--- src/rtl/rrip_pkg.sv ---
// Package for the RRIP replacement unit: shared types and fixed constants.
// No dependencies.
`timescale 1ns / 1ps
package rrip_pkg;
  // Cache geometry and policy sizes.
  localparam int NUM_SETS = 2048;
  localparam int NUM_WAYS = 16;
  localparam int LEADER_SETS = 64;
  localparam int SIGNATURE_BITS = 5;

  // Request commands.
  localparam logic CMD_VICTIM = 1'b0;
  localparam logic CMD_UPDATE = 1'b1;

  localparam logic [1:0] RRPV_MAX = 2'd3;
  localparam logic [1:0] RRPV_LONG = 2'd2;
  localparam logic [1:0] RRPV_NEAR = 2'd0;
  localparam logic [9:0] SEL_MAX = 10'd1023;
  localparam logic [9:0] SEL_MID = 10'd512;
  localparam logic [4:0] SET_HASH_MASK = 5'h1F;

  // Commands from the controller to the datapath.
  typedef struct packed {
    logic clear;    // clear one set of the memories
    logic latch;    // capture the request
    logic read;     // read the addressed set
    logic victim;   // run the victim search and write back
    logic upd;      // run the update and write back
  } dp_cmd_t;

  // Status from the datapath.
  typedef struct packed {
    logic clear_done;
    logic is_update;
  } dp_stat_t;
endpackage

--- src/rtl/rrip_ctrl.sv ---
// Controller state machine of the RRIP unit.
// Depends on rrip_pkg.
`timescale 1ns / 1ps
module rrip_ctrl import rrip_pkg::*; (
  input  logic     clk,
  input  logic     rst_n,
  input  logic     start,
  output logic     busy,
  output dp_cmd_t  cmd,
  input  dp_stat_t stat
);
  typedef enum logic [3:0] {
    S_CLEAR = 4'b0001,
    S_IDLE  = 4'b0010,
    S_READ  = 4'b0100,
    S_EXEC  = 4'b1000
  } state_t;

  state_t state_r, state_nxt;

  // Next state and commands.
  always_comb begin
    state_nxt = state_r;
    cmd = '0;
    case (state_r)
      S_CLEAR: begin
        cmd.clear = 1'b1;
        if (stat.clear_done) state_nxt = S_IDLE;
      end
      S_IDLE: begin
        cmd.latch = start;
        if (start) state_nxt = S_READ;
      end
      S_READ: begin
        cmd.read = 1'b1;
        state_nxt = S_EXEC;
      end
      S_EXEC: begin
        cmd.victim = !stat.is_update;
        cmd.upd = stat.is_update;
        state_nxt = S_IDLE;
      end
      default: state_nxt = S_IDLE;
    endcase
  end

  assign busy = (state_r != S_IDLE);

  always_ff @(posedge clk) begin
    if (!rst_n) state_r <= S_CLEAR;
    else state_r <= state_nxt;
  end
endmodule

--- config.mk ---
export PLATFORM = sky130hd
export DESIGN_NAME = rrip_ctrl
export DESIGN_NICKNAME = d
export VERILOG_FILES = /design/src/rtl/rrip_pkg.sv /design/src/rtl/rrip_ctrl.sv
export SDC_FILE = /design/constraint.sdc
export NUM_CORES = 1
export LEC_CHECK = 0
export BUFFER_PORTS_ARGS = -buffer_cell sky130_fd_sc_hd__clkbuf_2
export CORE_AREA = 2 2 39 41
export CTS_CLUSTER_DIAMETER = 60
export CTS_CLUSTER_SIZE = 14
export DETAILED_ROUTE_END_ITERATION = 12
export DIE_AREA = 0 0 41 43
export REMOVE_ABC_BUFFERS = 1
export SYNTH_ARGS = -nofsm -noshare
export SYNTH_HDL_FRONTEND = slang
export SYNTH_SLANG_ARGS = --single-unit
--- constraint.sdc ---
create_clock -name clk -period 2.9 [get_ports clk]
set_input_delay 0.29 -clock clk [delete_from_list [all_inputs] [get_ports clk]]
set_output_delay 0.29 -clock clk [all_outputs]
set_load 0.1 [all_outputs]
==> results of run 1 <==
-- layer usage --
| layer | global-route usage, % | vias to the layer above |
|---|---|---|
| li1 | - | 106 |
| met1 | 6.11 | 91 |
| met2 | 8.13 | 6 |
| met3 | 3.14 | 2 |
| met4 | 8.00 | 0 |
| met5 | 0 | - |
-- power groups by stage --
stage / sequential, W / combinational (W) / clock, W
2_1_floorplan: 0.0000630 / 0.0000348 / 0
3_5_place_dp: 0.0000642 / 0.0000423 / 0
5_1_grt: 0.0000639 / 0.0000439 / 0.0000753
4_1_cts: 0.0000634 / 0.0000423 / 0.0000706
6_report: 0.0000633 / 0.0000418 / 0.0000675
3_3_place_gp: 0.0000641 / 0.0000422 / 0
-- metrics by stage --
| stage | setup TNS, ns | setup slack (ns) | utilization, % | cells | power (W) |
|---|---|---|---|---|---|
| 2_1_floorplan | -0.799 | -0.799 | - | 21 | 0.0000978 |
| 3_3_place_gp | 0 | 1.24 | 20.5 | 47 | 0.000106 |
| 3_5_place_dp | 0 | 1.25 | 20.5 | 47 | 0.000106 |
| 4_1_cts | 0 | 0.990 | 22.2 | 50 | 0.000176 |
| 5_1_grt | 0 | 0.903 | 22.2 | 50 | 0.000183 |
| 6_report | 0 | 1.02 | 22.2 | 50 | 0.000173 |
-- worst max-delay path, stage by stage, from the launching register on --
cell	delay (ns)
dfxtp_1	0.43
nor4b_2	0.31
nand2_1	0.11
inv_1	0.06
clkbuf_2	0.44
-- path summary, 6_finish.rpt --
check | end | cells after the start | slack (ns)
worst max-delay path | cmd[3] | 4 | 1.02
worst min-delay path | state_r[0]$_SDFFE_PN1P_ | 2 | 0.24
worst max register to register | state_r[1]$_SDFFE_PN0P_ | 3 | 1.80
worst min register to register | state_r[1]$_SDFFE_PN0P_ | 1 | 0.65
-- logic make-up (layout without fill, tap and decap cells) --
group                  count (synthesis)  after routing  share of synthesized area [%]
AND/OR/NAND/NOR                       12             12                           48.6
flip-flops                             4              4                           36.2
buffers and inverters                  4             16                           8.48
AO/OA/AOI/OAI                          2              2                           6.78
-- Yosys cell counts, drive strengths merged --
cell / instances / area share, %
a21oi: 1 / 2.3
and2: 1 / 2.8
and3: 1 / 2.8
and4b: 1 / 4.5
buf: 1 / 3.4
dfxtp: 4 / 36
inv: 3 / 5.1
nand2: 2 / 3.4
nand2b: 1 / 2.8
nor2: 1 / 1.7
nor3b: 1 / 5.6
nor4b: 3 / 20
nor4bb: 1 / 4.5
o311a: 1 / 4.5
-- layout make-up --
class | count | area [um2]
Clock buffer | 3 | 22.5
Sequential cell | 4 | 80.1
Tap cell | 16 | 20.0
Inverter | 3 | 11.3
Multi-Input combinational cell | 14 | 123
Timing Repair Buffer | 10 | 50.0
Fill cell | 162 | 1080
==> impl_metrics.ini, run 1 <==
[cts]
cts_root_buffer = clkbuf_4
postCtsResizedCells = 0
cts_made_buffers = 3
htreeDepth = 1
post_cts_buffers = 0
cts_tree = done
clock_latency_ns = 0.23
cts_sinks = 4
postCtsHoldBufs = 0
clk_pin_slew_ns = 0.04
cts_buffer_depth = 2

[finish]
nNetsFinal = 41
diodes = 0
area_growth_pct = 38.4
layout_common_cells = clkbuf_2, dfxtp_1, nor4b_2, inv_1, clkbuf_4
drive_gt1_share_pct = 50.0
mostFrequentLayoutCell = clkbuf_2
reg_top3 = state_r (4)
top_register = state_r
finalInstanceArea_um2 = 307
largest_reg_flops = 4

[synthesis]
syn_avg_cell_area_um2 = 10.1
yosysSeqAreaShare_pct = 36.2
netlist_area_um2 = 221
synth_cells = 22
ys_seq_elements = 4
yosysWarnings = 0
synthDistinctLibCells = 14

[floorplanning]
io_pins = 11
row_count = 14
die_w_um = 41
dieArea_um2 = 1760
initial_core_util_pct = 16.0
dieHeight_um = 43
fp.coreArea_um2 = 1380

[detailed_routing]
vias_per_cell = 4.10
drt_iter0_drc = 2
drtPass1Iterations = 2
dr_wl_met3_um = 38
ant_nets = 0
wl_met1_um = 187
num_vias = 205
totalWireLength_um = 444
drc = 0
highest_layer = met4
detail_route.wl_per_cell_um = 8.88
dr_wl_met2_um = 212

[critical_path]
cp.arrival_ns = 1.59
crit_path_end_kind = output pin
critical_path.startpoint_type = register
critPathRequiredTime_ns = 2.61
path_max_fanout = 6
startpoint = state_r[1]$_SDFFE_PN0P_
r2r_start = state_r[1]$_SDFFE_PN0P_
critPathKind = reg2out

[global_routing]
track_usage_pct = 6.33
grt_max_degree = 7
grt_first_pass_wirelength_um = 690
antenna_found_initial = 0
gr-total-overflow = 0
grt_pass1_vias = 180

[placed_design]
port_buffers = 10
dp_hpwl_um = 372
place_congestion = 0.620
placed_area_um2 = 284

[power_and_ir_drop]
vdd_ir_drop_max_uv = 139
switching_power_w = 0.0000572
clockPowerShare_pct = 39.1
seq_power_share_pct = 36.7
powerDensity_nw_per_um2 = 563
p_int_w = 0.000115
comb_power_share_pct = 24.2
leakage_nw = 0.151
p_sw_share_pct = 33.1

[timing]
max_freq_ghz = 0.532
rsz0062_at_grt = no
setup_viol = 0
clock_skew_ns = 0.000773
post-route-min-period_ns = 1.88
whs_ns = 0.243
min_period_over_period_pct = 64.8
worstMarginPinSlew_ns = 0.539
slew_headroom_pct = 64.2
finalHoldViolCount = 0
drv_slew = 0

[flow_run]
maxCapViolCount = 0

[hold_path]
worstHoldStart = rst_n
hold_class = in2reg

[outcome]
status = finished clean
Power figures use the tool's default switching activity.
==> inputs of run 2 (changes only) <==
--- a/config.mk
+++ b/config.mk
@@ -5,6 +5,7 @@
 export SDC_FILE = /design/constraint.sdc
 export NUM_CORES = 1
 export LEC_CHECK = 0
+export ABC_AREA = 1
 export BUFFER_PORTS_ARGS = -buffer_cell sky130_fd_sc_hd__clkbuf_2
 export CORE_AREA = 2 2 39 41
 export CTS_CLUSTER_DIAMETER = 60
==> constraint.sdc (replaced) <==
create_clock -name clk -period 1.7 [get_ports clk]
set_input_delay 0.17 -clock clk [delete_from_list [all_inputs] [get_ports clk]]
set_output_delay 0.17 -clock clk [all_outputs]
set_load 0.1 [all_outputs]
==> run 2 against run 1 <==
Effect of this change:
- global-route usage increased by 0.20 points
- cell area increased by 2.9%
- sequential share of layout area decreased by 0.73 points
- highest routed layer unchanged
==> impl_metrics.ini, run 2 <==
[timing]
max_freq_ghz = 0.653
slew_headroom_pct = 64.2
drv_slew = 0
clock_skew_ns = 0.00126
worstMarginPinSlew_ns = 0.539
finalHoldViolCount = 0
rsz0062_at_grt = no
min_period_over_period_pct = 90.1
setup_viol = 0
post-route-min-period_ns = 1.53

[global_routing]
grt_pass1_vias = 179
grt_max_degree = 6
antenna_found_initial = 0
gr-total-overflow = 0
track_usage_pct = 6.53
grt_first_pass_wirelength_um = 683

[detailed_routing]
detail_route.wl_per_cell_um = 7.71
ant_nets = 0
totalWireLength_um = 447
drc = 0
drt_iter0_drc = 0
num_vias = 220
vias_per_cell = 3.79
drtPass1Iterations = 1

[synthesis]
synth-edff-count = 0
synthTopCellsByCount = inv_1, nor2_1, dfxtp_1, nand3_2, nor2_2
synthFlopType = dfxtp_1
synth_area_leaders = dfxtp_1, nand3_2, inv_1
synth_cells = 30
synth_top_area_share_pct = 35.6
netlist_area_um2 = 225
yosys.area.top_type = dfxtp_1
yosysSeqAreaShare_pct = 35.6
yosysWarnings = 0
synth.most_common_cell = inv_1
synthDistinctLibCells = 13
async_reset_ff_share_pct = 0
ys_seq_elements = 4
syn_avg_cell_area_um2 = 7.51

[critical_path]
path_max_fanout = 5
critPathKind = reg2out
critPathRequiredTime_ns = 1.53
cp.arrival_ns = 1.36
critical_path.startpoint_type = register
crit_path_end_kind = output pin

[cts]
cts_buffer_depth = 2
postCtsHoldBufs = 0
htreeDepth = 1
clk_pin_slew_ns = 0.04
clock_latency_ns = 0.24
cts_made_buffers = 3
cts_sinks = 4
cts_root_buffer = clkbuf_4
cts_tree = done
post_cts_buffers = 0
postCtsResizedCells = 0

[finish]
area_growth_pct = 40.0
mostFrequentLayoutCell = clkbuf_2
fill_cells = 162
diodes = 0
top_register = state_r
nNetsFinal = 49
largest_reg_flops = 4
postLayoutCoreUtil_pct = 22.8
layout_common_cells = clkbuf_2, inv_1, nor2_1, dfxtp_1
drive_gt1_share_pct = 50.0
reg_top3 = state_r (4)

[floorplanning]
dieHeight_um = 43
dieArea_um2 = 1760
row_count = 14
io_pins = 11
initial_core_util_pct = 16.3
die_w_um = 41
fp.coreArea_um2 = 1380

[power_and_ir_drop]
powerDensity_nw_per_um2 = 984
seq_power_share_pct = 34.1
p_sw_share_pct = 36.0
total_power_w = 0.000310
p_int_w = 0.000198
comb_power_share_pct = 27.6
clockPowerShare_pct = 38.3
switching_power_w = 0.000112
leakage_nw = 0.174
vdd_ir_drop_max_uv = 239

[outcome]
status = finished clean

[flow_run]
maxCapViolCount = 0

[hold_path]
hold_class = in2reg

[placed_design]
dp_hpwl_um = 371
port_buffers = 10
place_congestion = 0.670
## run 2: changes by cell type after synthesis, moves of 2 or more
cell,before,now
nor2_1,1,6
inv_1,3,7
nand3_2,0,3
nor4b_2,3,0
nor2_2,0,2
## run 2: area by class of cell
type	count	area (um2)	area share (%)
tap	16	20.0	6.35
clock buffer	3	22.5	7.14
multi-input combinational	18	111	35.3
sequential	4	80.1	25.4
timing repair buffer	10	55.1	17.5
inverter	7	26.3	8.33
## run 2: logic make-up after synthesis
group / synth area share [%]
simple gates: 45.6
buf+inv: 15.0
flops: 35.6
compound gates: 3.89
## run 2: routing by layer
metal | part of all wire (%) | wire [um] | global-route usage, %
met3 | 12 | 55 | 4.71
met5 | 0 | 0 | 0
met1 | 46 | 206 | 6.75
met2 | 38 | 170 | 7.19
met4 | 3.1 | 14 | 8.00
## run 2: power groups by stage
stage	clock, W	sequential (W)	combinational, W
floorplan	0	0.000106	0.0000697
global placement	0	0.000107	0.0000854
detailed placement	0	0.000107	0.0000863
CTS	0.000122	0.000106	0.0000865
global route	0.000127	0.000107	0.0000912
finish	0.000119	0.000106	0.0000857
## run 2: worst max-delay path, cell delays in order, from the launching register on
cell	delay (ns)
dfxtp_1	0.35
nor2_2	0.13
nand3_1	0.10
nor2_1	0.10
clkbuf_2	0.46
## run 2: worst paths after layout
| kind | from | endpoint | slack, ns | cells past startpoint |
|---|---|---|---|---|
| hold / removal | rst_n | state_r[0]$_SDFFE_PN1P_ | 0.11 | 2 |
| hold reg to reg | state_r[0]$_SDFFE_PN1P_ | state_r[3]$_SDFFE_PN0P_ | 0.56 | 3 |
| setup reg to reg | state_r[2]$_SDFFE_PN0P_ | state_r[1]$_SDFFE_PN0P_ | 0.79 | 4 |
| setup / recovery | state_r[1]$_SDFFE_PN0P_ | cmd[0] | 0.17 | 4 |
## run 2: per-stage QoR
stage	setup TNS, ns	hold slack (ns)	worst slack [ns]	instances	area, um2
floorplan	-3.21	0.239	-1.74	29	218
global placement	0	0.349	0.420	55	293
global route	0	0.122	0.0390	58	315
detailed placement	0	0.353	0.410	55	293
CTS	0	0.107	0.158	58	315
finish	0	0.109	0.168	58	315
